### config.mk
export PLATFORM = sky130hd
export DESIGN_NAME = mpc_parser
export DESIGN_NICKNAME = d
export VERILOG_FILES = /design/src/sv/mpc_pkg.sv /design/src/sv/mpc_parser.sv
export SDC_FILE = /design/constraint.sdc
export NUM_CORES = 1
export LEC_CHECK = 0
export BUFFER_PORTS_ARGS = -buffer_cell sky130_fd_sc_hd__buf_2
export CAP_MARGIN = 10
export CORE_MARGIN = 2
export CORE_UTILIZATION = 40
export DETAILED_ROUTE_END_ITERATION = 16
export GPL_TIMING_DRIVEN = 0
export PLACE_DENSITY_LB_ADDON = 0.25
export SLEW_MARGIN = 20
export SYNTH_ARGS = -nofsm -noshare
export SYNTH_HDL_FRONTEND = slang
export SYNTH_SLANG_ARGS = --single-unit
### constraint.sdc
create_clock -name i_clk -period 7.5 [get_ports i_clk]
set_input_delay 1.5 -clock i_clk [delete_from_list [all_inputs] [get_ports i_clk]]
set_output_delay 1.5 -clock i_clk [all_outputs]
set_load 0.01 [all_outputs]
### src/sv/mpc_pkg.sv
// Shared types and constants of the mDNS packet classifier.
`timescale 1ns / 1ps
package mpc_pkg;

    // Widest byte position the walk can reach (message, pointer or skipped data).
    localparam int POS_W = 18;
    localparam int REG_LABEL_BYTES = 24;
    localparam int ID_BYTES = 17;
    localparam int SRVC_LEN = 34;
    localparam int HAP_LEN = 16;
    localparam int HOST_SUFFIX_AT = 9;

    localparam logic [7:0] TAG_PTR = 8'hC0;
    localparam logic [7:0] TAG_MAX_LABEL = 8'h40;
    localparam logic [7:0] FLAGS_RESPONSE = 8'h84;
    localparam logic [7:0] CHAR_DOT = 8'h2E;

    localparam logic [15:0] TYPE_A = 16'd1;
    localparam logic [15:0] TYPE_PTR = 16'd12;
    localparam logic [15:0] TYPE_TXT = 16'd16;
    localparam logic [15:0] TYPE_AAAA = 16'd28;
    localparam logic [15:0] TYPE_SRV = 16'd33;
    localparam logic [15:0] TYPE_ANY = 16'd255;

    localparam int BIT_QM = 8;
    localparam int BIT_KA_TXT = 16;
    localparam int BIT_KA_SRV = 17;
    localparam int BIT_KA_A = 18;
    localparam int BIT_KA_PTR = 19;
    localparam int BIT_KA_AAAA = 20;
    localparam int BIT_AU_HOST = 21;
    localparam int BIT_AU_SRVC = 22;
    localparam int BIT_CF_TXT = 24;
    localparam int BIT_CF_SRV = 25;
    localparam int BIT_CF_A = 26;
    localparam int BIT_CF_AAAA = 28;
    localparam int BIT_CF_HOST = 29;
    localparam int BIT_CF_SRVC = 30;

    localparam logic [7:0] HAP_NAME [HAP_LEN] = '{
        8'h5F, 8'h68, 8'h61, 8'h70, 8'h2E, 8'h5F, 8'h74, 8'h63,
        8'h70, 8'h2E, 8'h6C, 8'h6F, 8'h63, 8'h61, 8'h6C, 8'h2E
    };

    typedef enum logic [2:0] {
        CFG_DEV_LOW,
        CFG_DEV_MID,
        CFG_DEV_LAST,
        CFG_HOST_A,
        CFG_HOST_B,
        CFG_HOST_C,
        CFG_HOST_LEN,
        CFG_OWN_IP
    } t_cfg_idx;

    typedef struct packed {
        logic [63:0] dev_low;
        logic [63:0] dev_mid;
        logic [7:0]  dev_last;
        logic [63:0] host_a;
        logic [63:0] host_b;
        logic [63:0] host_c;
        logic [4:0]  host_len;
        logic [31:0] own_ip;
    } t_cfg;

    typedef struct packed {
        logic [30:0] hit_map;
        logic        malformed;
    } t_result;

    typedef enum logic [4:0] {
        S_IDLE,
        S_START,
        S_HDR,
        S_NEXT,
        S_NSTART,
        S_NTAG,
        S_NLAB,
        S_NDOT,
        S_NPTR,
        S_AFTER,
        S_QT0,
        S_QT1,
        S_QC,
        S_AT0,
        S_AT1,
        S_AA,
        S_SK0,
        S_SK1,
        S_DONE
    } t_pstate;

    typedef enum logic [1:0] {
        SEC_QUESTION,
        SEC_ANSWER,
        SEC_SKIP,
        SEC_AUTH
    } t_sec;

endpackage

### src/sv/mpc_parser.sv
// Back end: walks the stored message, at most one byte read per cycle, and builds the hit map.
`timescale 1ns / 1ps
module mpc_parser
    import mpc_pkg::*;
#(
    parameter int PACKET_BYTES = 2048,
    parameter int NAME_LIMIT = 93,
    parameter int HOST_LABEL_BYTES = 24,
    parameter int POINTER_HOP_LIMIT = 16
) (
    input  logic                            i_clk,
    input  logic                            i_rst_n,
    input  t_cfg                            i_cfg,
    input  logic                            i_job_valid,
    input  logic [$clog2(PACKET_BYTES+1):0] i_job,
    output logic                            o_job_pop,
    output logic [$clog2(PACKET_BYTES)-1:0] o_raddr,
    input  logic [7:0]                      i_rdata,
    output logic                            o_done,
    output logic                            o_res_valid,
    input  logic                            i_res_ready,
    output t_result                         o_res
);
    localparam int LW = $clog2(PACKET_BYTES + 1);
    localparam int AW = $clog2(PACKET_BYTES);
    localparam int NW = $clog2(NAME_LIMIT + 2);
    localparam int HW = $clog2(POINTER_HOP_LIMIT + 1);

    t_pstate          r_state, n_state;
    t_sec             r_sec, n_sec;
    logic             r_ptr, n_ptr;
    logic [LW-1:0]    r_len, n_len;
    logic             r_probe, n_probe;
    logic             r_resp, n_resp;
    logic             r_rej, n_rej;
    logic [3:0]       r_k, n_k;
    logic [7:0]       r_qu, n_qu;
    logic [15:0]      r_an, n_an;
    logic [15:0]      r_au, n_au;
    logic [POS_W-1:0] r_i, n_i;
    logic [POS_W-1:0] r_j, n_j;
    logic [NW-1:0]    r_n, n_n;
    logic [HW-1:0]    r_hops, n_hops;
    logic [6:0]       r_c, n_c;
    logic [7:0]       r_tag, n_tag;
    logic [7:0]       r_hi, n_hi;
    logic [7:0]       r_lo, n_lo;
    logic [23:0]      r_addr, n_addr;
    logic             r_ms, n_ms, r_mh, n_mh, r_mp, n_mp;
    logic             r_is_s, n_is_s, r_is_h, n_is_h, r_is_p, n_is_p;
    logic [30:0]      r_flags, n_flags;
    logic             r_mal, n_mal;
    logic             r_ov, n_ov;
    t_result          r_res, n_res;

    logic             w_rd_en;
    logic [POS_W-1:0] w_rd_pos;
    logic             w_rd_bad;
    logic [4:0]       w_lim;
    logic [5:0]       w_host_len;
    logic [7:0]       w_cmp;
    logic             w_s_ok, w_h_ok, w_p_ok;
    logic             w_tag_ptr, w_hop_over, w_lab_bad;
    logic             w_rej_now;
    logic [15:0]      w_typ;
    logic             w_out_free;
    logic [13:0]      w_ptr;

    // Target name bytes; the host label is clipped to the register and parameter limits.
    always_comb begin
        w_lim = (i_cfg.host_len > 5'(REG_LABEL_BYTES)) ? 5'(REG_LABEL_BYTES) : i_cfg.host_len;
        if (32'(w_lim) > HOST_LABEL_BYTES) begin
            w_lim = 5'(HOST_LABEL_BYTES);
        end
    end
    assign w_host_len = 6'(w_lim) + 6'd7;

    function automatic logic [7:0] srvc_byte(input logic [5:0] idx);
        logic [7:0] b;
        if (idx < 6'd8) begin
            b = i_cfg.dev_low[idx[2:0]*8 +: 8];
        end else if (idx < 6'd16) begin
            b = i_cfg.dev_mid[idx[2:0]*8 +: 8];
        end else if (idx == 6'(ID_BYTES - 1)) begin
            b = i_cfg.dev_last;
        end else if (idx == 6'(ID_BYTES)) begin
            b = CHAR_DOT;
        end else begin
            b = HAP_NAME[4'(idx - 6'(ID_BYTES + 1))];
        end
        return b;
    endfunction

    function automatic logic [7:0] host_byte(input logic [4:0] idx);
        logic [7:0] b;
        if (idx < w_lim) begin
            case (idx[4:3])
                2'd0:    b = i_cfg.host_a[idx[2:0]*8 +: 8];
                2'd1:    b = i_cfg.host_b[idx[2:0]*8 +: 8];
                default: b = i_cfg.host_c[idx[2:0]*8 +: 8];
            endcase
        end else begin
            b = HAP_NAME[4'(5'(HOST_SUFFIX_AT) + idx - w_lim)];
        end
        return b;
    endfunction

    assign w_cmp = (r_state == S_NDOT) ? CHAR_DOT : i_rdata;
    assign w_s_ok = (r_n < NW'(SRVC_LEN)) && (w_cmp == srvc_byte(r_n[5:0]));
    assign w_h_ok = (r_n < NW'(w_host_len)) && (w_cmp == host_byte(r_n[4:0]));
    assign w_p_ok = (r_n < NW'(HAP_LEN)) && (w_cmp == HAP_NAME[r_n[3:0]]);

    assign w_tag_ptr = i_rdata >= TAG_PTR;
    assign w_hop_over = r_hops >= HW'(POINTER_HOP_LIMIT);
    assign w_lab_bad = (i_rdata > TAG_MAX_LABEL)
        || ((r_j + POS_W'(1) + POS_W'(i_rdata)) > POS_W'(r_len))
        || ((10'(r_n) + 10'(i_rdata)) > 10'(NAME_LIMIT));
    assign w_ptr = {i_rdata[5:0] - r_tag[5:0] + r_tag[5:0], 8'h00} | 14'(0);

    always_comb begin
        w_rej_now = r_rej;
        case (r_k)
            4'd0, 4'd1, 4'd3, 4'd4: w_rej_now = r_rej || (i_rdata != 8'h00);
            4'd2: w_rej_now = r_rej || ((i_rdata != 8'h00) && (i_rdata != FLAGS_RESPONSE));
            default: w_rej_now = r_rej;
        endcase
    end

    assign w_typ = {r_hi, i_rdata};
    assign w_out_free = !r_ov || i_res_ready;
    assign w_rd_bad = w_rd_pos >= POS_W'(r_len);
    assign o_raddr = w_rd_pos[AW-1:0];
    assign o_res_valid = r_ov;
    assign o_res = r_res;

    // Datapath and read port.
    always_comb begin
        logic [6:0] qbit;
        n_sec = r_sec; n_ptr = r_ptr; n_len = r_len; n_probe = r_probe;
        n_resp = r_resp; n_rej = r_rej; n_k = r_k; n_qu = r_qu; n_an = r_an; n_au = r_au;
        n_i = r_i; n_j = r_j; n_n = r_n; n_hops = r_hops; n_c = r_c; n_tag = r_tag;
        n_hi = r_hi; n_lo = r_lo; n_addr = r_addr;
        n_ms = r_ms; n_mh = r_mh; n_mp = r_mp;
        n_is_s = r_is_s; n_is_h = r_is_h; n_is_p = r_is_p;
        n_flags = r_flags; n_mal = r_mal; n_res = r_res;
        n_ov = r_ov && !i_res_ready;
        w_rd_en = 1'b0;
        w_rd_pos = r_i;
        o_job_pop = 1'b0;
        o_done = 1'b0;
        qbit = '0;
        unique case (r_state)
            S_IDLE: begin
                if (i_job_valid) begin
                    o_job_pop = 1'b1;
                    n_len = i_job[LW:1];
                    n_probe = i_job[0];
                end
            end
            S_START: begin
                w_rd_en = 1'b1;
                w_rd_pos = '0;
                n_flags = '0;
                n_mal = 1'b0;
                n_rej = 1'b0;
                n_resp = 1'b0;
                n_k = '0;
            end
            S_HDR: begin
                n_k = r_k + 4'd1;
                if (r_k <= 4'd4) begin
                    n_rej = w_rej_now;
                end
                case (r_k)
                    4'd2: n_resp = i_rdata == FLAGS_RESPONSE;
                    4'd5: n_qu = i_rdata;
                    4'd6: n_an[15:8] = i_rdata;
                    4'd7: n_an[7:0] = i_rdata;
                    4'd8: n_au[15:8] = i_rdata;
                    4'd9: n_au[7:0] = i_rdata;
                    default: ;
                endcase
                w_rd_en = (r_k < 4'd9) && !((r_k == 4'd4) && w_rej_now);
                w_rd_pos = POS_W'(r_k) + POS_W'(1);
                if (r_k == 4'd9) begin
                    n_i = POS_W'(12);
                    n_sec = SEC_QUESTION;
                end
            end
            S_NEXT: begin
                n_ptr = 1'b0;
                case (r_sec)
                    SEC_QUESTION: begin
                        if (r_qu != 8'd0) begin
                            n_qu = r_qu - 8'd1;
                        end else begin
                            n_sec = ((r_flags != '0) || r_resp) ? SEC_ANSWER : SEC_SKIP;
                        end
                    end
                    SEC_ANSWER, SEC_SKIP: begin
                        if (r_an != 16'd0) begin
                            n_an = r_an - 16'd1;
                        end else begin
                            n_sec = SEC_AUTH;
                        end
                    end
                    default: begin
                        if (r_au != 16'd0) begin
                            n_au = r_au - 16'd1;
                        end
                    end
                endcase
            end
            S_NSTART: begin
                w_rd_en = 1'b1;
                w_rd_pos = r_i;
                n_j = r_i;
                n_n = '0;
                n_hops = '0;
                n_ms = 1'b1;
                n_mh = 1'b1;
                n_mp = 1'b1;
            end
            S_NTAG: begin
                n_tag = i_rdata;
                if (i_rdata == 8'h00) begin
                    if (r_hops == '0) begin
                        n_i = r_i + POS_W'(1);
                    end
                    n_is_s = r_ms && (r_n == NW'(SRVC_LEN));
                    n_is_h = r_mh && (r_n == NW'(w_host_len));
                    n_is_p = r_mp && (r_n == NW'(HAP_LEN));
                end else if (w_tag_ptr) begin
                    if (w_hop_over) begin
                        n_mal = 1'b1;
                    end else begin
                        n_hops = r_hops + HW'(1);
                        w_rd_en = 1'b1;
                        w_rd_pos = r_j + POS_W'(1);
                    end
                end else if (w_lab_bad) begin
                    n_mal = 1'b1;
                end else begin
                    n_c = i_rdata[6:0];
                    if (r_hops == '0) begin
                        n_i = r_i + POS_W'(i_rdata) + POS_W'(1);
                    end
                    w_rd_en = 1'b1;
                    w_rd_pos = r_j + POS_W'(1);
                    n_j = r_j + POS_W'(2);
                end
            end
            S_NLAB: begin
                n_ms = r_ms && w_s_ok;
                n_mh = r_mh && w_h_ok;
                n_mp = r_mp && w_p_ok;
                n_n = r_n + NW'(1);
                n_c = r_c - 7'd1;
                if (r_c != 7'd1) begin
                    w_rd_en = 1'b1;
                    w_rd_pos = r_j;
                    n_j = r_j + POS_W'(1);
                end
            end
            S_NDOT: begin
                n_ms = r_ms && w_s_ok;
                n_mh = r_mh && w_h_ok;
                n_mp = r_mp && w_p_ok;
                n_n = r_n + NW'(1);
                w_rd_en = 1'b1;
                w_rd_pos = r_j;
            end
            S_NPTR: begin
                n_j = POS_W'({r_tag[5:0], i_rdata});
                if (r_hops == HW'(1)) begin
                    n_i = r_i + POS_W'(2);
                end
                w_rd_en = 1'b1;
                w_rd_pos = POS_W'({r_tag[5:0], i_rdata});
            end
            S_AFTER: begin
                if (r_ptr) begin
                    if (!r_resp && r_is_s) begin
                        n_flags[BIT_KA_PTR] = 1'b1;
                    end
                end else begin
                    case (r_sec)
                        SEC_QUESTION: begin
                            if (r_resp) begin
                                n_i = r_i + POS_W'(4);
                            end else begin
                                w_rd_en = 1'b1;
                                w_rd_pos = r_i;
                            end
                        end
                        SEC_ANSWER: begin
                            if (r_probe && r_is_h) begin
                                n_flags[BIT_CF_HOST] = 1'b1;
                            end
                            if (r_probe && r_is_s) begin
                                n_flags[BIT_CF_SRVC] = 1'b1;
                            end
                            w_rd_en = 1'b1;
                            w_rd_pos = r_i;
                        end
                        SEC_SKIP: begin
                            w_rd_en = 1'b1;
                            w_rd_pos = r_i + POS_W'(8);
                        end
                        default: begin
                            if (r_is_h) begin
                                n_flags[BIT_AU_HOST] = 1'b1;
                            end
                            if (r_is_s) begin
                                n_flags[BIT_AU_SRVC] = 1'b1;
                            end
                            w_rd_en = 1'b1;
                            w_rd_pos = r_i + POS_W'(8);
                        end
                    endcase
                end
            end
            S_QT0: begin
                n_hi = i_rdata;
                w_rd_en = 1'b1;
                w_rd_pos = r_i + POS_W'(1);
            end
            S_QT1: begin
                n_lo = i_rdata;
                w_rd_en = 1'b1;
                w_rd_pos = r_i + POS_W'(2);
            end
            S_QC: begin
                if (({r_hi, r_lo} == TYPE_TXT) && r_is_s) begin
                    qbit = 7'd1;
                end else if (({r_hi, r_lo} == TYPE_SRV) && r_is_s) begin
                    qbit = 7'd2;
                end else if (({r_hi, r_lo} == TYPE_A) && r_is_h) begin
                    qbit = 7'd4;
                end else if (({r_hi, r_lo} == TYPE_PTR) && r_is_p) begin
                    qbit = 7'd8;
                end else if (({r_hi, r_lo} == TYPE_AAAA) && r_is_h) begin
                    qbit = 7'd16;
                end else if ({r_hi, r_lo} == TYPE_ANY) begin
                    qbit = {r_is_s, r_is_h, 5'd0};
                end
                n_flags[6:0] = r_flags[6:0] | qbit;
                if (!i_rdata[7]) begin
                    n_flags[BIT_QM +: 7] = r_flags[BIT_QM +: 7] | qbit;
                end
                n_i = r_i + POS_W'(4);
            end
            S_AT0: begin
                n_hi = i_rdata;
                w_rd_en = 1'b1;
                w_rd_pos = r_i + POS_W'(1);
            end
            S_AT1: begin
                w_rd_en = 1'b1;
                w_rd_pos = r_i + POS_W'(8);
                if ((w_typ == TYPE_TXT) && r_is_s) begin
                    n_flags[r_resp ? BIT_CF_TXT : BIT_KA_TXT] = 1'b1;
                end else if ((w_typ == TYPE_SRV) && r_is_s) begin
                    n_flags[r_resp ? BIT_CF_SRV : BIT_KA_SRV] = 1'b1;
                end else if ((w_typ == TYPE_AAAA) && r_is_h) begin
                    n_flags[r_resp ? BIT_CF_AAAA : BIT_KA_AAAA] = 1'b1;
                end else if ((w_typ == TYPE_A) && r_is_h) begin
                    n_i = r_i + POS_W'(14);
                    n_k = '0;
                    w_rd_en = r_resp;
                    w_rd_pos = r_i + POS_W'(10);
                    if (!r_resp) begin
                        n_flags[BIT_KA_A] = 1'b1;
                    end
                end else if ((w_typ == TYPE_PTR) && r_is_p) begin
                    w_rd_en = 1'b0;
                    n_i = r_i + POS_W'(10);
                    n_ptr = 1'b1;
                end
            end
            S_AA: begin
                n_addr = {r_addr[15:0], i_rdata};
                if (r_k < 4'd3) begin
                    n_k = r_k + 4'd1;
                    w_rd_en = 1'b1;
                    w_rd_pos = r_i - POS_W'(3) + POS_W'(r_k);
                end else if ({r_addr, i_rdata} != i_cfg.own_ip) begin
                    n_flags[BIT_CF_A] = 1'b1;
                end
            end
            S_SK0: begin
                n_hi = i_rdata;
                w_rd_en = 1'b1;
                w_rd_pos = r_i + POS_W'(9);
            end
            S_SK1: begin
                n_i = r_i + POS_W'(10) + POS_W'({r_hi, i_rdata});
            end
            S_DONE: begin
                if (w_out_free) begin
                    n_ov = 1'b1;
                    n_res.hit_map = r_flags;
                    n_res.malformed = r_mal;
                    o_done = 1'b1;
                end
            end
            default: ;
        endcase
        // A read at or past the message end stops the walk as malformed.
        if (w_rd_en && w_rd_bad) begin
            n_mal = 1'b1;
        end
    end

    // Next state.
    always_comb begin
        n_state = r_state;
        unique case (r_state)
            S_IDLE:   if (i_job_valid) n_state = S_START;
            S_START:  n_state = S_HDR;
            S_HDR: begin
                if ((r_k == 4'd4) && w_rej_now) begin
                    n_state = S_DONE;
                end else if (r_k == 4'd9) begin
                    n_state = S_NEXT;
                end
            end
            S_NEXT: begin
                case (r_sec)
                    SEC_QUESTION:       if (r_qu != 8'd0) n_state = S_NSTART;
                    SEC_ANSWER, SEC_SKIP: if (r_an != 16'd0) n_state = S_NSTART;
                    default:            n_state = (r_au != 16'd0) ? S_NSTART : S_DONE;
                endcase
            end
            S_NSTART: n_state = S_NTAG;
            S_NTAG: begin
                if (i_rdata == 8'h00) begin
                    n_state = S_AFTER;
                end else if (w_tag_ptr) begin
                    n_state = w_hop_over ? S_DONE : S_NPTR;
                end else begin
                    n_state = w_lab_bad ? S_DONE : S_NLAB;
                end
            end
            S_NLAB:   n_state = (r_c == 7'd1) ? S_NDOT : S_NLAB;
            S_NDOT:   n_state = S_NTAG;
            S_NPTR:   n_state = S_NTAG;
            S_AFTER: begin
                if (r_ptr) begin
                    n_state = S_NEXT;
                end else begin
                    case (r_sec)
                        SEC_QUESTION: n_state = r_resp ? S_NEXT : S_QT0;
                        SEC_ANSWER:   n_state = S_AT0;
                        default:      n_state = S_SK0;
                    endcase
                end
            end
            S_QT0:    n_state = S_QT1;
            S_QT1:    n_state = S_QC;
            S_QC:     n_state = S_NEXT;
            S_AT0:    n_state = S_AT1;
            S_AT1: begin
                n_state = S_SK0;
                if (!((w_typ == TYPE_TXT) && r_is_s) && !((w_typ == TYPE_SRV) && r_is_s)
                    && !((w_typ == TYPE_AAAA) && r_is_h)) begin
                    if ((w_typ == TYPE_A) && r_is_h) begin
                        n_state = r_resp ? S_AA : S_NEXT;
                    end else if ((w_typ == TYPE_PTR) && r_is_p) begin
                        n_state = S_NSTART;
                    end
                end
            end
            S_AA:     n_state = (r_k < 4'd3) ? S_AA : S_NEXT;
            S_SK0:    n_state = S_SK1;
            S_SK1:    n_state = S_NEXT;
            S_DONE:   if (w_out_free) n_state = S_IDLE;
            default:  n_state = S_IDLE;
        endcase
        if (w_rd_en && w_rd_bad) begin
            n_state = S_DONE;
        end
    end

    always_ff @(posedge i_clk) begin
        if (!i_rst_n) begin
            r_state <= S_IDLE;
            r_ov <= 1'b0;
        end else begin
            r_state <= n_state;
            r_ov <= n_ov;
        end
    end

    always_ff @(posedge i_clk) begin
        r_sec <= n_sec; r_ptr <= n_ptr; r_len <= n_len; r_probe <= n_probe;
        r_resp <= n_resp; r_rej <= n_rej; r_k <= n_k; r_qu <= n_qu;
        r_an <= n_an; r_au <= n_au; r_i <= n_i; r_j <= n_j; r_n <= n_n;
        r_hops <= n_hops; r_c <= n_c; r_tag <= n_tag; r_hi <= n_hi; r_lo <= n_lo;
        r_addr <= n_addr; r_ms <= n_ms; r_mh <= n_mh; r_mp <= n_mp;
        r_is_s <= n_is_s; r_is_h <= n_is_h; r_is_p <= n_is_p;
        r_flags <= n_flags; r_mal <= n_mal; r_res <= n_res;
    end

    logic w_unused;
    assign w_unused = ^w_ptr;
endmodule

# Word-level counts from Yosys, hierarchy flattened
# Memory sizes are Yosys's and may differ from the RTL's.
# Cells that the tools add are included.
[word_totals]
rom_bits = 384
n_memories = 3
output_inout_bits = 46
regBits = 239
[op_classes]
n_addsub = 28
order_cmp = 26
n_eq_ne = 118
n_shift = 5
n_mux = 194
reduce_logical = 111
bitwise = 9
[memory_table]
columns = ["name", "depth", "word_bits", "rd", "rd_clocked_by_memory_dff", "wr", "line", "text"]
rows = [
  ["(no name shown)", 16, 8, 1, 0, 0, "mpc_parser.sv:111", "assign w_p_ok = (r_n < NW'(HAP_LEN)) && (w_cmp == HAP_NAME[r_n[3:0]]);"],
  ["(no name shown)", 16, 8, 1, 0, 0, "mpc_parser.sv:103", "b = HAP_NAME[4'(5'(HOST_SUFFIX_AT) + idx - w_lim)];"],
  ["(no name shown)", 16, 8, 1, 0, 0, "mpc_parser.sv:89", "b = HAP_NAME[4'(idx - 6'(ID_BYTES + 1))];"],
]
[ops]
columns = ["cell", "n"]
rows = [
  ["2-to-1 mux 18 bit", 32],
  ["indexed part select 64 x 7 -> 8 bit", 5],
  ["case mux 18 bit (12 select lines)", 1],
  ["2-to-1 mux 8 bit", 19],
  ["case mux 18 bit (7 select lines)", 1],
  ["2-to-1 mux 5 bit", 21],
  ["bitwise OR 31 bit", 3],
  ["case mux 5 bit (16 select lines)", 1],
  ["!= test 2 bit (second input constant)", 39],
  ["2-to-1 mux 7 bit", 11],
  ["adder 18 x 4 -> 18 bit (second input constant)", 4],
  ["case mux 18 bit (4 select lines)", 1],
  ["== test 16 x 5 -> 1 bit (second input constant)", 4],
  ["2-to-1 mux 16 bit", 4],
  ["case mux 16 bit (2 select lines)", 2],
  ["2-to-1 mux 31 bit", 2],
  ["adder 18 x 1 -> 18 bit (second input constant)", 3],
  ["2-to-1 mux 1 bit", 46],
  ["2-to-1 mux 4 bit", 11],
  ["case mux 7 bit (3 select lines)", 2],
  ["== test 5 x 4 -> 1 bit (second input constant)", 8],
  ["AND reduction 4 bit", 10],
  ["AND reduction 5 bit", 8],
  ["!= test 3 bit (second input constant)", 13],
  ["102 further kinds", 240],
]

# Logic depth before layout (Yosys ltp)
# Gate-level depths: netlist of run 1.
[depth]
depth_word = 14
ltp_mapped = 35
depth_no_buf = 33

# Least setup slack after synthesis of run 1
# No wires, ideal clock.
[synth_timing]
path_type = "input to register"
startpoint = "in i_rdata[1]"
endpoint = "reg r_state[2]"
t_arrival_ns = 7.695
setup_time_ns = 0.100
cell_stages = 31
slack_ns = -0.295
path_cell_list = "clkbuf_1 -> inv_1 -> fa_1 -> nor2b_1 -> o21bai_1 -> a21boi_0 -> o41a_1 -> xnor2_1 -> ha_1 -> nand4_1 -> or2_2 -> o22ai_1 -> o221ai_2 -> a2111oi_4 -> nand2_4 -> a21oi_1 -> buf_2 -> nor2b_1 -> o21ai_0 -> a21oi_1 -> ha_1 -> a21o_1 -> a21oi_1 -> o211ai_1 -> a2111oi_0 -> nand4_1 -> nor4_1 -> o311a_1 -> o2111ai_1 -> o31a_4 -> a2111oi_4"
[synth_between]
elab_chain_cells = 11
[synth_lines]
columns = ["element", "line", "text"]
rows = [
  ["start, declared", "mpc_parser.sv:18", "input logic [7:0] i_rdata,"],
  ["adder 18 x 8 -> 18 bit", "mpc_parser.sv:116", "|| ((r_j + POS_W'(1) + POS_W'(i_rdata)) > POS_W'(r_len))"],
  ["> comparator 18 x 12 -> 1 bit", "mpc_parser.sv:116", ""],
  ["logical OR 1 bit", "mpc_parser.sv:116", ""],
  ["logical OR 1 bit", "mpc_parser.sv:117", "|| ((10'(r_n) + 10'(i_rdata)) > 10'(NAME_LIMIT));"],
  ["2-to-1 mux 18 bit", "mpc_parser.sv:241", "end else if (w_lab_bad) begin"],
  ["2-to-1 mux 18 bit", "mpc_parser.sv:233", "end else if (w_tag_ptr) begin"],
  ["2-to-1 mux 18 bit", "mpc_parser.sv:226", "if (i_rdata == 8'h00) begin"],
  ["case mux 18 bit (12 select lines) (*)", "mpc_parser.sv:152", "unique case (r_state)"],
  ["named net o_raddr[10]", "mpc_parser.sv:17", "output logic [$clog2(PACKET_BYTES)-1:0] o_raddr,"],
  [">= comparator 18 x 12 -> 1 bit (*)", "mpc_parser.sv:131", "assign w_rd_bad = w_rd_pos >= POS_W'(r_len);"],
  ["logical AND 1 bit (*)", "mpc_parser.sv:480", "if (w_rd_en && w_rd_bad) begin"],
  ["OR reduction 2 bit (no source line) (*)", "-", ""],
  ["end signal, assigned", "mpc_parser.sv:490", "r_state <= n_state;"],
  ["end, declared", "mpc_parser.sv:29", "t_pstate r_state, n_state;"],
]
# The timed path passes the listed nets; every way through them passes the cells marked *.
# A chain may end at the register's enable or synchronous reset.

# Worst setup path after layout of run 1
[layout_timing]
startpoint = "reg r_i[2]"
endpoint = "reg r_state[3]"
[layout_between]
elab_chain_cells = 9
[layout_lines]
columns = ["element", "line", "text"]
rows = [
  ["start, declared", "mpc_parser.sv:40", "logic [POS_W-1:0] r_i, n_i;"],
  ["start signal, assigned", "mpc_parser.sv:498", "r_an <= n_an; r_au <= n_au; r_i <= n_i; r_j <= n_j; r_n <= n_n;"],
  ["branches (longest 5 deep; another with subtractor 18 x 2 -> 18 bit)", "-", ""],
  ["case mux 18 bit (12 select lines) (*)", "mpc_parser.sv:152", ""],
  [">= comparator 18 x 12 -> 1 bit (*)", "mpc_parser.sv:131", ""],
  ["logical AND 1 bit (*)", "mpc_parser.sv:480", ""],
  ["OR reduction 2 bit (no source line) (*)", "-", ""],
]
# Every way passes the cells marked *.

==> run_results.csv, run 1 <==
group,metric,value,unit
floorplan,rows,88,
worst_setup_path,arrival,8110,ps
worst_setup_path,setup.worst_path.class,"flip-flop to flip-flop",
synthesis,postSynthCellCount,2717,
cells_and_area,layout.filler_cells,5713,
sta,setup_viol_count_final,6,
sta,timing_worst_slew_pin_value,1179,ps
worst_setup_path,crit_fanout,9,
synthesis,async_flop_share,0,%
floorplan,dieHeight,245.7,um
sta,timing.final.hold_violations,0,
floorplan,initial_core_util,40.50,%
synthesis,warnings_synthesis,0,
synthesis,sequential_cell_area_fraction_in_the_yosys_report,29.65,%
sta,maxClockFrequency,131.7,MHz
place,place_congestion,1.089,
synthesis,ys_top_cells_by_count,"nor2_1 (267), nand2_1 (252), a21oi_1 (226), edfxtp_1 (226), o21ai_0 (183)",
global_route,global_route_wire_length_before_repair,153400,um
cells_and_area,design.final.nets,3771,
drt,wl,107000,um
power,seqPwrFrac,30.6,%
sta,finalClockSkew,22.73,ps
power,comb_power_share,43.4,%
clock_network,clkTransAtPathRegs,70,ps
floorplan,core-area,57700,um2
drt,wire_per_inst,26.70,um
power,p_switching,2.257,mW
hold_path,holdCritPathClass,"flip-flop to flip-flop",
power,power-per-cell-area,197.9,nW/um2
sta,maxSlewViolCount,0,
synthesis,synth_seq_cells,233,
status,run_status,"finished, violations left",
global_route,grt_antenna_before_repair,1,
worst_setup_path,critPathLaunchType,"flip-flop",
power,leakage_component_of_the_power,10.96,nW
drt,postRouteAntennaNets,0,
power,power_report.internal_total,3.368,mW
drt,initialDrtViolationCount,2995,
cells_and_area,fraction_of_layout_instances_using_a_drive_strength_above_1,22.44,%
clock_network,cts_htree_levels,1,
synthesis,mapped_cell_area,23360,um2
clock_network,number_of_buffers_created_by_cts,28,
clock_network,ctsHoldBuffers,0,
global_route,global_route.usage.total,34.27,%
synthesis,dominantRegCellSynth,"edfxtp_1",
sta,min_period_over_period,101.3,%
place,port-buffer-count,432,
status,failing_checks,"setup timing",
clock_network,clk_root_buffer_cell,"clkbuf_16",
sta,totalNegativeSetupSlack,-506.7,ps
clock_network,tritoncts_clock_tree,"built",
sta,final_critical_path_setup_slack,-94.60,ps
synthesis,synth_enable_flop_cells,226,
power,clock_power_share,26.0,%
job,max_cap_viol_count,0,
synthesis,postSynthAreaPerCell,8.600,um2
synthesis,yosysMostFrequentCell,"nor2_1",
synthesis,synth_area_leaders,"edfxtp_1 (29%), ha_1 (8.3%), xnor2_1 (5.0%)",
drt,drtPass1Iterations,7,
synthesis,post_synth_num_cell_types,90,
floorplan,ioPinCount,436,
sta,final.min_clock_period,7595,ps
synthesis,netlist.top_cell.by_area,"edfxtp_1",
cells_and_area,flow.area_growth_from_synthesis,21.67,%
global_route,overflow_left_after_global_routing,0,
synthesis,share_of_the_synthesized_area_in_the_top_cell_type,29.05,%
power,swShare,40.12,%
clock_network,cts-root-to-sink-buffers,3,
worst_setup_path,timing.critical_path.to_type,"flip-flop",
place,dp_hpwl,82960,um
cells_and_area,postLayoutCoreUtil,49.27,%
power,peakVddDrop,0.1754,mV
global_route,via_count_of_the_first_global_routing_pass,23550,
clock_network,clock_insertion_delay_worst_skew,600,ps
floorplan,die_footprint,60360,um2
floorplan,chipWidth,245.7,um
drt,viasPerCell,6.250,
drt,dr_total_vias,25050,
worst_setup_path,cp_data_required_time,8010,ps
global_route,largest_net_degree_at_the_start_of_global_routing,31,
sta,rsz_0062_raised_after_global_routing,"true",
clock_network,cts_num_sinks,233,
drt,drc,0,
sta,maxSlewHeadroom,21.38,%
[timing repair]
item | in CTS | in global routing
buffers inserted | 27 | 8
resized for setup | 101 | 18
setup endpoints to repair | 17 | 16
pin swaps | 30 | 27
[power groups by stage]
stage / Clock [mW] / Sequential (mW) / Combinational, mW
finish: 1.46 / 1.72 / 2.44
detailed placement: 0 / 1.74 / 2.20
global route: 1.52 / 1.73 / 2.60
global placement: 0 / 1.74 / 2.18
floorplan: 0 / 1.71 / 1.39
CTS: 1.47 / 1.72 / 2.32
[worst max-delay path: stages (launching register included)]
cell and delay (ps):
edfxtp_1 520, clkbuf_1 630, inv_1 390, ha_1 440
inv_1 50, ha_1 280, a21o_1 180, a21boi_0 410
o21ai_0 250, a31o_2 280, a21oi_1 160, xor2_1 260
nor2_1 50, or4_1 480, nor3b_1 270, a21oi_2 90
ha_1 320, a21o_1 190, a21oi_4 280, o211ai_1 180
a2111oi_2 330, nand4_1 160, nor4_2 200, o311a_1 350
o2111ai_2 160, o31a_4 380, a311oi_2 220
[final timing paths]
kind	start	endpoint	slack, ps	depth (start not counted)
worst min-delay path	r_addr[7]	r_addr[15]	470	0
worst max-delay path	r_i[2]	r_state[3]	-90	26
worst max register to register	r_i[2]	r_state[3]	-90	26
worst min register to register	r_addr[7]	r_addr[15]	470	0
[per-layer routing]
layer	share of wire (%)	wire length (um)	global-route usage [%]	up-vias
met5	0	0	0	-
met4	7.0	7519	20.57	0
met3	11	11600	8.240	349
met2	44	46740	53.08	1639
met1	38	41150	43.23	11900
li1	-	-	-	11160
[cell usage in the layout, fill, tap and decap left out, types with 20 or more instances in the layout]
master	count
nand2_1	247
inv_1	104
xnor2_1	128
clkbuf_16	29
o22ai_1	26
nor2b_1	36
nand3_1	65
mux2_2	29
o31ai_1	21
ha_1	145
mux2i_1	83
or3_1	23
nand4_1	31
a21oi_1	220
nor4_1	32
buf_4	48
a31oi_1	32
buf_2	445
mux4_2	42
and3_1	20
xor2_1	83
clkbuf_1	119
nor3_1	79
a211oi_1	32
a22oi_1	26
nand2b_1	20
nor2_1	261
a221oi_1	21
o21ai_0	179
edfxtp_1	226
[final cells by class]
type	count	area (um2)	area share, %
clock inverter	18	247.7	0.8714
inverter	109	425.4	1.496
timing repair buffer	471	2584	9.089
tap	765	957.2	3.367
clock buffer	32	715.7	2.517
multi-input combinational	2207	15810	55.62
buffer	170	753.2	2.650
antenna	3	7.507	0.02641
sequential	233	6927	24.37
[cells by family (layout without fill, tap and decap cells)]
family / count (synthesis) / after routing / synth area share [%]
multiplexers: 154 / 154 / 9.002
adder cells (fa/ha/maj): 161 / 161 / 8.814
AND/OR/NAND/NOR: 906 / 906 / 18.51
buffers and inverters: 279 / 800 / 4.777
other: 2 / 7 / 0.03214
XOR/XNOR: 218 / 218 / 8.172
AO/OA/AOI/OAI: 764 / 764 / 21.05
flip-flops: 233 / 233 / 29.65
[registers in the layout (all words and copies together) (netlist names), 2 cells and up]
name / flops
r_addr: 24
r_an: 16
r_hops: 5
r_hi: 8
o_res: 29
r_state: 5
r_n: 7
r_au: 16
r_len: 12
r_lo: 8
r_sec: 2
r_k: 4
r_i: 18
r_tag: 6
r_flags: 28
r_qu: 8
r_c: 7
r_j: 18
[through the flow]
step           cell area, um2  hold slack (ps)  cells  power (mW)  setup slack [ps]
3_3_place_gp            26500            441.6   3916       3.924             -3206
6_report                28430            472.1   4008       5.625            -94.60
5_1_grt                 28420            470.9   4005       5.845            -401.2
3_5_place_dp            26600            453.8   3920       3.947             -3218
4_1_cts                 28270            465.7   3997       5.511             22.11
2_1_floorplan           23380            399.5   2719       3.098             6.219
Note: power is estimated with default switching activity, not from simulation.
==> inputs of run 2 (changes only) <==
--- a/config.mk
+++ b/config.mk
@@ -6,9 +6,10 @@
 export NUM_CORES = 1
 export LEC_CHECK = 0
 export BUFFER_PORTS_ARGS = -buffer_cell sky130_fd_sc_hd__buf_2
-export CAP_MARGIN = 10
+export CELL_PAD_IN_SITES_DETAIL_PLACEMENT = 0
+export CELL_PAD_IN_SITES_GLOBAL_PLACEMENT = 1
 export CORE_MARGIN = 2
-export CORE_UTILIZATION = 40
+export CORE_UTILIZATION = 39
 export DETAILED_ROUTE_END_ITERATION = 16
 export GPL_TIMING_DRIVEN = 0
 export PLACE_DENSITY_LB_ADDON = 0.25
==> run 2 against run 1 <==
Compared with the run above:
- critical path type unchanged
- non-clock buffer count grew 3
- the run still ends with setup timing left
- flip-flop and latch count is the same
- register-to-register slack is essentially flat
==> run_results.csv, run 2 (same netlist as run 1, synthesis figures left out) <==
group,metric,value,unit
clock_network,cts-root-to-sink-buffers,3,
cells_and_area,fraction_of_layout_instances_using_a_drive_strength_above_1,22.73,%
place,port-buffer-count,432,
global_route,grt.met1_usage,46.05,%
clock_network,number_of_buffers_created_by_cts,29,
sta,maxSlewHeadroom,19.38,%
drt,drtPass1Iterations,9,
power,power.total,5.624,mW
hold_path,holdCritPathClass,"flip-flop to flip-flop",
clock_network,clock_insertion_delay_worst_skew,640,ps
sta,final_critical_path_setup_slack,-91.16,ps
power,peakVddDrop,0.1963,mV
floorplan,rows,89,
clock_network,ctsHoldBuffers,0,
sta,maxSlewViolCount,0,
clock_network,clk_root_buffer_cell,"clkbuf_16",
global_route,via_count_of_the_first_global_routing_pass,24210,
cells_and_area,design.final.nets,3775,
drt,wl,115800,um
clock_network,tritoncts_clock_tree,"built",
sta,maxClockFrequency,131.7,MHz
worst_setup_path,slowest_stage_cell_on_the_critical_path,"edfxtp_1",
cells_and_area,largest_register_ffs,29,
sta,timing.final.hold_violations,0,
hold_path,worst_hold_startpoint,"r_mal",
drt,postRouteAntennaNets,0,
drt,viasPerCell,6.243,
drt,drc,0,
global_route,grt_use_met3,6.270,%
global_route,overflow_left_after_global_routing,0,
worst_setup_path,crit_path_max_incr_delay,510,ps
clock_network,cts_num_sinks,233,
global_route,grt_antenna_before_repair,4,
worst_setup_path,terminus_of_the_critical_flop_to_flop_path,"r_state[3]",
global_route,global_route.usage.total,35.73,%
sta,setup_viol_count_final,5,
hold_path,min_path_cells,0,
worst_setup_path,reg_to_reg_critical_path_startpoint,"r_j[1]",
cells_and_area,final_cell_mix,"buf_2 (445), nor2_1 (263), nand2_1 (248), edfxtp_1 (226), a21oi_1 (219)",
floorplan,chipWidth,248.8,um
floorplan,ioPinCount,436,
hold_path,timing.hold.worst_endpoint,"o_res[0]",
clock_network,clkTransAtPathRegs,60,ps
cells_and_area,mostFrequentLayoutCell,"buf_2",
sta,timing_worst_slew_pin_value,1209,ps
worst_setup_path,setup.worst_path.class,"flip-flop to flip-flop",
cells_and_area,flow.area_growth_from_synthesis,21.84,%
floorplan,core-area,59130,um2
global_route,global_route.usage.met2,58.13,%
power,leakage_component_of_the_power,10.95,nW
sta,final.min_clock_period,7591,ps
worst_setup_path,cp.buffers_inverters,2,
place,placed_area,26570,um2
worst_setup_path,critPathLaunchType,"flip-flop",
worst_setup_path,cp_data_required_time,8030,ps
worst_setup_path,reg2reg_setup_slack,-90,ps
floorplan,dieHeight,248.8,um
drt,wire_per_inst,28.79,um
sta,finalClockSkew,60.06,ps
worst_setup_path,crit_fanout,6,
clock_network,cts_htree_levels,1,
status,run_status,"finished, violations left",
drt,initialDrtViolationCount,2611,
global_route,global_routing_s_busiest_layer,"met2",
worst_setup_path,r2r.worst_path.cells,31,
drt,dr_total_vias,25120,
place,dp_hpwl,91650,um
global_route,largest_net_degree_at_the_start_of_global_routing,31,
power,power-per-cell-area,197.6,nW/um2
cells_and_area,finalInstanceArea,28470,um2
place,place_congestion,1.053,
status,failing_checks,"setup timing",
worst_setup_path,arrival,8120,ps
worst_setup_path,timing.critical_path.to_type,"flip-flop",
floorplan,initial_core_util,39.51,%
sta,min_period_over_period,101.2,%
floorplan,die_footprint,61880,um2
worst_setup_path,cp_top_family,"compound AO/OA/AOI/OAI gates",
sta,rsz_0062_raised_after_global_routing,"true",
global_route,global_route_wire_length_before_repair,164400,um
job,max_cap_viol_count,0,
==> run 2: routing by layer <==
layer | part of all wire [%] | up-vias
met5 | 0 | -
met4 | 5.6 | 0
li1 | - | 11180
met3 | 8.5 | 298
met2 | 45 | 1389
met1 | 41 | 12250
==> run 2: report_power, final <==
group          leakage (nW)  switching (mW)  internal, mW  total (mW)
clock network         0.436           0.638         0.746        1.38
registers              2.14           0.102          1.62        1.72
logic                  8.38            1.61         0.909        2.52
==> run 2: per-stage QoR <==
step / instances / utilization (%) / hold slack, ps / setup slack, ps / TNS (ps)
floorplan: 2719 / - / 399.5 / 6.219 / 0
global placement: 3924 / 44.83 / 419.1 / -3083 / -47500
detailed placement: 3926 / 44.94 / 415.5 / -3146 / -35160
CTS: 4009 / 47.62 / 433.4 / 9.123 / 0
global route: 4021 / 48.13 / 468.4 / -224.4 / -1372
finish: 4023 / 48.14 / 430.5 / -91.16 / -345.6
==> run 2: area by class of cell <==
| class | count | area (um2) |
|---|---|---|
| Clock buffer | 31 | 733.2 |
| Clock inverter | 23 | 167.7 |
| Fill cell | 5802 | 30660 |
| Multi-Input combinational cell | 2207 | 15910 |
| Buffer | 170 | 755.7 |
| Timing Repair Buffer | 474 | 2577 |
| Tap cell | 773 | 967.2 |
| Sequential cell | 233 | 6927 |
| Antenna cell | 3 | 7.507 |
| Inverter | 109 | 425.4 |
==> run 2: worst reg2reg max path: cells and delay by family (launching register included) <==
kind / cells / cell delay [ps]
DFF: 1 / 510
buffers and inverters: 2 / 360
xor gates and xnor gates: 2 / 330
and+or+nand+nor: 5 / 690
adders and majority gates: 4 / 1270
AOI/OAI and AO/OA: 18 / 4360
==> run 2: worst max path at each step <==
stage	start	endpoint	slack (ps)	depth (start not counted)
2_1_floorplan	i_rdata[1]	r_state[2]	6	31
6_report	r_j[1]	r_state[3]	-90	31
3_5_place_dp	i_rdata[1]	r_state[2]	-3150	31
4_1_cts	i_rdata[1]	r_state[3]	9	33
5_1_grt	r_j[1]	r_state[3]	-220	33
3_3_place_gp	i_rdata[1]	r_state[3]	-3080	31
==> run 2: repair_timing <==
action	in CTS	in global routing
setup buffers	29	12
pin swaps	31	35
endpoints found under the hold margin	0	0
resized for setup	99	38
setup endpoints to repair	17	16
